--- config.mk ---
export PLATFORM = sky130hd
export DESIGN_NAME = fdd_ram
export DESIGN_NICKNAME = d
export VERILOG_FILES = /design/src/design/fdd_ram.sv
export SDC_FILE = /design/constraint.sdc
export NUM_CORES = 1
export LEC_CHECK = 0
export ABC_AREA = 1
export BUFFER_PORTS_ARGS = -buffer_cell sky130_fd_sc_hd__buf_4
export CAP_MARGIN = 20
export CELL_PAD_IN_SITES_DETAIL_PLACEMENT = 1
export CELL_PAD_IN_SITES_GLOBAL_PLACEMENT = 1
export CORE_MARGIN = 10
export CORE_UTILIZATION = 48
export DETAILED_ROUTE_END_ITERATION = 12
export GPL_TIMING_DRIVEN = 0
export PLACE_DENSITY_LB_ADDON = 0.2
export SETUP_SLACK_MARGIN = 0.2
export SLEW_MARGIN = 20
export SYNTH_ARGS = -nofsm -noshare
export SYNTH_HDL_FRONTEND = slang
export SYNTH_SLANG_ARGS = --single-unit
--- constraint.sdc ---
create_clock -name clock -period 6.93 [get_ports clock]
set_input_delay 2.079 -clock clock [delete_from_list [all_inputs] [get_ports clock]]
set_output_delay 2.079 -clock clock [all_outputs]
set_load 0.05 [all_outputs]
--- src/design/fdd_ram.sv ---
module fdd_ram #(
   parameter int unsigned WIDTH = 32,
   parameter int unsigned DEPTH = 2,
   parameter int unsigned AW    = (DEPTH > 1) ? $clog2(DEPTH) : 1
) (
   input  logic             clock,
   input  logic             wr_en,
   input  logic [AW-1:0]    wr_addr,
   input  logic [WIDTH-1:0] wr_data,
   input  logic             rd_en,
   input  logic [AW-1:0]    rd_addr,
   output logic [WIDTH-1:0] rd_data
);

   logic [WIDTH-1:0] mem [DEPTH];
   logic [WIDTH-1:0] rd_data_ff;

   // One write port, one registered read port; a read at the written address returns old data
   always_ff @(posedge clock) begin
      if (wr_en) begin
         mem[wr_addr] <= wr_data;
      end
      if (rd_en) begin
         rd_data_ff <= mem[rd_addr];
      end
   end

   assign rd_data = rd_data_ff;

endmodule

==> results.toml, run 1 <==
[synthesis]
synthesis.area_um2 = 3390
ys_ff_latch = 96
synth_commonest_cells = "96 x edfxtp_1, 87 x nand2_1, 10 x nand2_2, 3 x buf_6, 3 x clkbuf_8"
synth.distinct_cells = 9
synth_top_area_share = 0.850
yosys-top-cells-area = "edfxtp_1 85%, nand2_1 9.6%, nand2_2 1.8%"
avgSynthCellArea_um2 = 16.6
synth_top_flop_cell = "edfxtp_1"
post-synth-top-count-cell = "edfxtp_1"
yosysWarnings = 0
synth-edff-count = 96
syn_inst = 204
seq_area_frac_synth = 0.850
synth.net_count = 241
synthArstFlopShare = 0
synth_area_leader_cell = "edfxtp_1"

[worst_setup_path]
crit_buf_inv = 1
crit_chain = "buf_4"
critPathKind = "reg2out"
crit_path_end_kind = "output port"
crit_arrival_ns = 0.96
r2r_start = "mem[1][25]"
path_delay_family = "flip-flops"
cp.depth = 1
slowest_stage = "edfxtp_1"
cp.required_ns = 4.85
cp-startpoint = "rd_data[27]"
startpoint_type = "flip-flop"
r2r_cells = 2
crit_path_max_fanout = 1
cpPeakStageDelay_ns = 0.40

[detailed_routing]
drt_iter0_drc = 56
drtAntennaViolNets = 0
vias = 1847
drt-wirelength-per-cell_um = 17.5
via_per_inst = 4.81
drc = 0
firstDrtPassIters = 4
wirelength_mm = 6.74

[grt]
antenna_found_initial = 0
grt_overflow = 0
grt_max_degree = 33
grt_usage = 0.127
grt_pass1_vias = 2074
grt_first_pass_wirelength_mm = 10.7

[layout]
filler_cell_count = 651
drive_gt1_frac = 0.354
synthToLayoutAreaGrowth_pct = 27.1
antenna_cells = 0
nets = 320
final_area_um2 = 4310

[sta]
finalHoldViolations = 0
clock.fmax_mhz = 329
min_period_ns = 3.04
max_slew_margin = 0.527
tightest_slew_ns = 0.708
rsz0062_at_grt = "no"
skew_ns = 0.00911
layout_setup_ws_ns = 3.89
final.period_utilization = 0.439
tns_ns = 0
setup_violations = 0
maxSlewViolCount = 0

[floorplanning]
rows = 30
io-pin-count = 69
dieArea_um2 = 10800
start_util = 0.496
core_um2 = 6830
die_x_um = 104
die_height_um = 104

[placed_design]
dp.final_hpwl_mm = 4.53
gp_congestion = 0.679
pre_cts_slack_ns = 3.74
portBuffers = 67
place_area_um2 = 4050

[power]
p_per_area_nw_per_um2 = 299
total_leakage_power_nw = 1.73
vdd_drop_max_mv = 0.169

[clocking]
holdBufCountCts = 0
clk_latency_ns = 0.34
cts_sinks = 96
cts_buffers = 9
cts.root.buffer_cell = "clkbuf_8"
cts_setup_buffers = 0
clockBufferDepth = 2
htreeDepth = 3
path_clk_slew_ns = 0.09
post_cts_resized = 0
cts_tree = "built"

[status]
outcome = "finished clean"

[hold_path]
min_path_type = "reg2reg"
hold_start = "mem[1][8]"
hold_depth = 2

[run]
maxCapViolations = 0
[stage by stage]
| stage | total power (W) | utilization | hold slack [ns] | cells |
|---|---|---|---|---|
| floorplan | 0.000786 | - | 0.487 | 204 |
| global placement | 0.000836 | 0.587 | 0.488 | 367 |
| detailed placement | 0.000845 | 0.592 | 0.502 | 368 |
| CTS | 0.00130 | 0.630 | 0.525 | 384 |
| global route | 0.00133 | 0.630 | 0.540 | 384 |
| finish | 0.00129 | 0.630 | 0.520 | 384 |
[sequential cells by signal (all words and copies together), names as in the netlist]
register  flops
mem          64
rd_data      32
[logic make-up after synthesis]
kind of cell,Yosys count,synth area share
buffers and inverters,10,0.0336
flip-flops,96,0.850
AND/OR/NAND/NOR,98,0.116
[worst paths after layout]
| kind | end | slack, ns |
|---|---|---|
| worst max-delay path | rd_data[27] | 3.89 |
| worst min-delay path | rd_data[8] | 0.52 |
| worst max register to register | rd_data[25] | 6.16 |
| worst min register to register | rd_data[8] | 0.52 |
[where the power goes]
part / switching [W] / leakage (nW) / total (W) / internal [W]
clock: 0.000182 / 0.124 / 0.000458 / 0.000275
sequential: 0.0000123 / 0.918 / 0.000698 / 0.000685
combinational: 0.0000880 / 0.692 / 0.000132 / 0.0000438
total: 0.000283 / 1.73 / 0.00129 / 0.00100
[layout by cell type, fill, tap and decap left out]
master	n
edfxtp_1	96
nand2_1	87
buf_4	67
clkbuf_8	12
nand2_2	10
bufinv_16	4
buf_6	3
inv_8	1
buf_12	1
inv_1	1
nor2_4	1
inv_2	1
clkinv_1	1
clkinvlp_4	1
clkbuf_1	1
buf_16	1
[layout make-up]
| cell class | count | area [µm²] | share of cell area |
|---|---|---|---|
| clock buffers | 10 | 128 | 0.0296 |
| flip-flops and latches | 96 | 2880 | 0.669 |
| multi-input cells | 98 | 400 | 0.0930 |
| clock inverters | 6 | 131 | 0.0305 |
| well taps | 96 | 120 | 0.0279 |
| plain buffers | 7 | 95.1 | 0.0221 |
| inverters | 3 | 18.8 | 0.00436 |
| repair buffers | 68 | 531 | 0.123 |
[metal layers]
| layer | vias to the layer above | GRT usage | wire, µm |
|---|---|---|---|
| met1 | 919 | 0.136 | 2530 |
| met3 | 11 | 0.0397 | 387 |
| li1 | 862 | - | - |
| met4 | 0 | 0.0457 | 93 |
| met5 | - | 0 | 0 |
| met2 | 55 | 0.229 | 3730 |
(Power assumes the default switching activity.)
==> run 2, diff against run 1 <==
--- a/config.mk
+++ b/config.mk
@@ -11,7 +11,7 @@
 export CELL_PAD_IN_SITES_DETAIL_PLACEMENT = 1
 export CELL_PAD_IN_SITES_GLOBAL_PLACEMENT = 1
 export CORE_MARGIN = 10
-export CORE_UTILIZATION = 48
+export CORE_UTILIZATION = 44
 export DETAILED_ROUTE_END_ITERATION = 12
 export GPL_TIMING_DRIVEN = 0
 export PLACE_DENSITY_LB_ADDON = 0.2
==> constraint.sdc (replaced) <==
create_clock -name clock -period 2.95 [get_ports clock]
set_input_delay 0.885 -clock clock [delete_from_list [all_inputs] [get_ports clock]]
set_output_delay 0.885 -clock clock [all_outputs]
set_load 0.05 [all_outputs]
==> run 2 against run 1 <==
Register-to-register slack worse by 4.0 ns. Worst hold slack better by 0.00076 ns. Critical path type unchanged. Global-route usage is 0.58 points lower. Via count is 4.2% lower. Cell count is 0.78% higher. Highest routed layer unchanged. Non-clock buffer count stayed put. Flip-flop and latch count stayed put. Routed wire length is 2.4% lower.
==> results.toml, run 2 (same netlist as run 1, synthesis figures left out) <==
[detailed_routing]
drtAntennaViolNets = 0
firstDrtPassIters = 4
drc = 0
drt-wirelength-per-cell_um = 17.0
via_per_inst = 4.57
drt_iter0_drc = 43
wirelength_mm = 6.57
vias = 1769

[sta]
max_slew_margin = 0.514
setup_violations = 0
min_period_ns = 1.87
layout_setup_ws_ns = 1.08
holdWs_ns = 0.520
clock.fmax_mhz = 534
final.period_utilization = 0.634
maxSlewViolCount = 0
rsz0062_at_grt = "no"
tightest_slew_ns = 0.728
skew_ns = 0.00783
tns_ns = 0
finalHoldViolations = 0

[worst_setup_path]
cp.depth = 1
crit_path_end_kind = "output port"
cpPeakStageDelay_ns = 0.43
crit_path_max_fanout = 1
reg2reg_to = "rd_data[13]"
path_delay_family = "flip-flops"
startpoint_type = "flip-flop"
crit_arrival_ns = 0.99
crit_chain = "buf_4"
r2r_start = "mem[0][13]"
r2r_slack_ns = 2.18
cp.required_ns = 2.07
crit_buf_inv = 1
r2r_cells = 2
cp-startpoint = "rd_data[22]"
slowest_stage = "edfxtp_1"
timing.critical_path.to = "rd_data[22]"
critPathKind = "reg2out"

[clocking]
cts_tree = "built"
cts_sinks = 96
cts_buffers = 9
holdBufCountCts = 0
htreeDepth = 3
clk_latency_ns = 0.35
cts_setup_buffers = 0
post_cts_resized = 0
cts.root.buffer_cell = "clkbuf_8"
clockBufferDepth = 2
path_clk_slew_ns = 0.08

[layout]
mostFrequentLayoutCells = "96 x edfxtp_1, 87 x nand2_1, 67 x buf_4, 12 x clkbuf_8, 10 x nand2_2"
regMostFlops = "mem"
antenna_cells = 0
filler_cell_count = 727
largest_register_ffs = 64
drive_gt1_frac = 0.354
nets = 320
final_area_um2 = 4230
final_common_cell = "edfxtp_1"
synthToLayoutAreaGrowth_pct = 24.9

[floorplanning]
dieArea_um2 = 11600
die_x_um = 108
core_um2 = 7370
start_util = 0.460
die_height_um = 108
rows = 31
io-pin-count = 69

[placed_design]
place_area_um2 = 4040
dp.final_hpwl_mm = 4.59
portBuffers = 67
gp_congestion = 0.647
pre_cts_slack_ns = 0.960

[grt]
grt_pass1_vias = 2027
grt_max_degree = 33
grt_usage = 0.121
grt_overflow = 0
antenna_found_initial = 0
grt_first_pass_wirelength_mm = 10.4

[status]
outcome = "finished clean"

[run]
maxCapViolations = 0

[power]
total_leakage_power_nw = 1.69
vdd_drop_max_mv = 0.311
p_per_area_nw_per_um2 = 652

[hold_path]
min_path_type = "reg2reg"
-- run 2: cell count changes in the layout (fill, tap and decap cells not counted), sizes merged --
cell	previous run	this run
bufinv	4	1
clkbuf	13	14
clkinvlp	1	3
-- run 2: how the worst min path moves through the flow --
stage | to | cells past startpoint | start
6_report | rd_data[30] | 2 | mem[1][30]
5_1_grt | rd_data[20] | 2 | mem[1][20]
4_1_cts | rd_data[4] | 2 | mem[1][4]
3_5_place_dp | rd_data[30] | 2 | mem[1][30]
3_3_place_gp | rd_data[14] | 2 | mem[0][14]
2_1_floorplan | rd_data[10] | 2 | mem[0][10]
-- run 2: cell type report --
type / count / area, µm² / area share
Multi-Input combinational cell: 98 / 400 / 0.0946
Buffer: 7 / 95.1 / 0.0225
Clock buffer: 11 / 131 / 0.0310
Clock inverter: 5 / 57.6 / 0.0136
Sequential cell: 96 / 2880 / 0.681
Inverter: 3 / 18.8 / 0.00443
Tap cell: 99 / 124 / 0.0293
Timing Repair Buffer: 68 / 523 / 0.124
-- run 2: metrics by stage --
step | utilization | power (W) | cells
2_1_floorplan | - | 0.00185 | 204
4_1_cts | 0.574 | 0.00280 | 387
3_5_place_dp | 0.549 | 0.00198 | 371
5_1_grt | 0.574 | 0.00289 | 387
6_report | 0.574 | 0.00276 | 387
3_3_place_gp | 0.545 | 0.00196 | 370
-- run 2: report_power, final --
part	leakage, nW	total (W)	switching [W]	internal, W
Clock	0.0856	0.000813	0.000422	0.000391
Sequential	0.918	0.00164	0.0000276	0.00161
Combinational	0.688	0.000308	0.000206	0.000102
-- run 2: metal layers --
| layer | up-vias | share of wire | GRT usage |
|---|---|---|---|
| met4 | 0 | 0.014 | 0.0458 |
| li1 | 860 | - | - |
| met3 | 7 | 0.066 | 0.0503 |
| met5 | - | 0 | 0 |
| met1 | 855 | 0.38 | 0.124 |
| met2 | 47 | 0.54 | 0.216 |
==> run 3, diff against run 2 <==
--- a/config.mk
+++ b/config.mk
@@ -5,13 +5,13 @@
 export SDC_FILE = /design/constraint.sdc
 export NUM_CORES = 1
 export LEC_CHECK = 0
-export ABC_AREA = 1
+export ABC_AREA = 0
 export BUFFER_PORTS_ARGS = -buffer_cell sky130_fd_sc_hd__buf_4
 export CAP_MARGIN = 20
 export CELL_PAD_IN_SITES_DETAIL_PLACEMENT = 1
 export CELL_PAD_IN_SITES_GLOBAL_PLACEMENT = 1
 export CORE_MARGIN = 10
-export CORE_UTILIZATION = 44
+export CORE_UTILIZATION = 42
 export DETAILED_ROUTE_END_ITERATION = 12
 export GPL_TIMING_DRIVEN = 0
 export PLACE_DENSITY_LB_ADDON = 0.2
==> constraint.sdc (replaced) <==
create_clock -name clock -period 1.7 [get_ports clock]
set_input_delay 0.51 -clock clock [delete_from_list [all_inputs] [get_ports clock]]
set_output_delay 0.51 -clock clock [all_outputs]
set_load 0.05 [all_outputs]
==> run 3 against run 2 <==
Sequential power is 73% higher. Worst hold slack worse by 0.18 ns. Core utilization is 3.3 points lower. Via count is 17% lower. Setup slack worse by 0.82 ns. Die area is 5.1% higher. Cell count is 17% lower. First-iteration DRC count is 4.7% lower. Global-route usage is 2.6 points lower.
==> results.toml, run 3 <==
[detailed_routing]
drt-wirelength-per-cell_um = 18.4
vias = 1474
drtAntennaViolNets = 0
wirelength_mm = 5.89
drc = 0
firstDrtPassIters = 5
drt_iter0_drc = 41
via_per_inst = 4.61

[sta]
tns_ns = 0
setup_violations = 0
final.period_utilization = 0.850
rsz0062_at_grt = "no"
clock.fmax_mhz = 692
skew_ns = 0.00832
tightest_slew_ns = 0.894
maxSlewViolCount = 0
min_period_ns = 1.44
finalHoldViolations = 0
max_slew_margin = 0.401

[worst_setup_path]
startpoint_type = "flip-flop"
crit_path_end_kind = "output port"
crit_chain = "buf_4"
crit_arrival_ns = 0.93
slowest_stage = "edfxtp_1"
crit_buf_inv = 1
cpPeakStageDelay_ns = 0.39
critPathKind = "reg2out"
path_delay_family = "flip-flops"
crit_path_max_fanout = 1
cp.required_ns = 1.19

[clocking]
clockBufferDepth = 2
path_clk_slew_ns = 0.09
cts_buffers = 9
cts_sinks = 96
cts_setup_buffers = 0
cts_tree = "built"
htreeDepth = 3
cts.root.buffer_cell = "clkbuf_8"
clk_latency_ns = 0.34

[layout]
antenna_cells = 0
filler_cell_count = 717
finalNonFillerCells = 320
nets = 250
mostFrequentLayoutCells = "96 x edfxtp_1, 67 x buf_4, 30 x mux2_4, 9 x clkbuf_8, 3 x buf_12"
largest_register_ffs = 64
synthToLayoutAreaGrowth_pct = 23.6
multi_input_area_um2 = 503
seq_area_um2 = 2880
drive_gt1_frac = 0.546
regMostFlops = "mem"
final_common_cell = "edfxtp_1"

[synthesis]
synth_top_flop_cell = "edfxtp_1"
synth-edff-count = 96
synth.distinct_cells = 7
ys_ff_latch = 96
yosys-top-cells-area = "edfxtp_1 84%, mux2_4 13%, buf_12 1.7%"
syn_inst = 134
synthesis.area_um2 = 3440
seq_area_frac_synth = 0.838
synth_commonest_cells = "96 x edfxtp_1, 30 x mux2_4, 3 x buf_12, 2 x mux2_2"
synth_top_area_share = 0.838
avgSynthCellArea_um2 = 25.7
synth.net_count = 171
synth_area_leader_cell = "edfxtp_1"
yosysWarnings = 0
post-synth-top-count-cell = "edfxtp_1"
synthArstFlopShare = 0

[grt]
grt_first_pass_wirelength_mm = 9.04
grt_max_degree = 33
grt_pass1_vias = 1690
grt_usage = 0.0957
antenna_found_initial = 0
grt_overflow = 0

[floorplanning]
start_util = 0.438
die_x_um = 110
dieArea_um2 = 12200
die_height_um = 110
core_um2 = 7850
io-pin-count = 69
rows = 32

[status]
outcome = "finished clean"

[power]
vdd_drop_max_mv = 0.577
total_leakage_power_nw = 1.62
p_per_area_nw_per_um2 = 1090

[placed_design]
gp_congestion = 0.702
dp.final_hpwl_mm = 4.05
portBuffers = 67
placed_cells = 303

[run]
maxCapViolations = 0

[hold_path]
min_path_type = "in2reg"
-- run 3: changes by cell type after synthesis, moves of 2 or more --
cell / change
inv_1: -2
buf_12: +2
clkbuf_8: -3
nand2_1: -87
mux2_4: +30
nand2_2: -10
mux2_2: +2
buf_6: -2
-- run 3: routing by layer --
layer,wire length (µm),track usage
met1,2250,0.0974
met4,63,0.0466
met5,0,0
met3,418,0.0416
met2,3150,0.164
-- run 3: stage by stage --
step | setup WS, ns | hold slack [ns] | instance area [µm²] | total power [W] | utilization
global route | 0.209 | 0.319 | 4250 | 0.00485 | 0.542
finish | 0.255 | 0.344 | 4250 | 0.00465 | 0.542
CTS | 0.227 | 0.325 | 4240 | 0.00472 | 0.541
floorplan | 0.264 | 0.523 | 3450 | 0.00325 | -
detailed placement | -0.126 | 0.534 | 4080 | 0.00347 | 0.520
global placement | -0.0764 | 0.530 | 4080 | 0.00344 | 0.520
-- run 3: layout make-up --
type / count / share of cell area
well taps: 102 / 0.0300
repair buffers: 67 / 0.118
plain buffers: 4 / 0.0168
clock inverters: 6 / 0.00853
multi-input cells: 35 / 0.118
flip-flops and latches: 96 / 0.678
clock buffers: 10 / 0.0300
-- run 3: final timing paths --
check	startpoint	end	slack, ns	cells past startpoint
min	wr_data[21]	mem[1][21]	0.34	1
max reg2reg	mem[0][5]	rd_data[5]	0.78	1
min reg2reg	mem[1][3]	rd_data[3]	0.55	1
max	rd_data[19]	rd_data[19]	0.26	1
-- run 3: cells by family (layout without fill, tap and decap cells) --
logic type | after synthesis | count (layout) | share of synthesized area
buffers and inverters | 4 | 87 | 0.0207
multiplexers | 32 | 32 | 0.138
flip-flops | 96 | 96 | 0.838
AND/OR/NAND/NOR | 2 | 3 | 0.00364
-- run 3: what timing repair did --
action                     CTS  global route
setup endpoints to repair    0            32
hold buffers                 0             0
hold endpoints to repair     0             0
resized for setup            0             0
-- run 3: report_power, final --
part	switching, W	internal, W	total [W]
logic	0.000333	0.000237	0.000570
clock network	0.000723	0.000522	0.00125
registers	0.0000434	0.00279	0.00284
total	0.00110	0.00355	0.00465
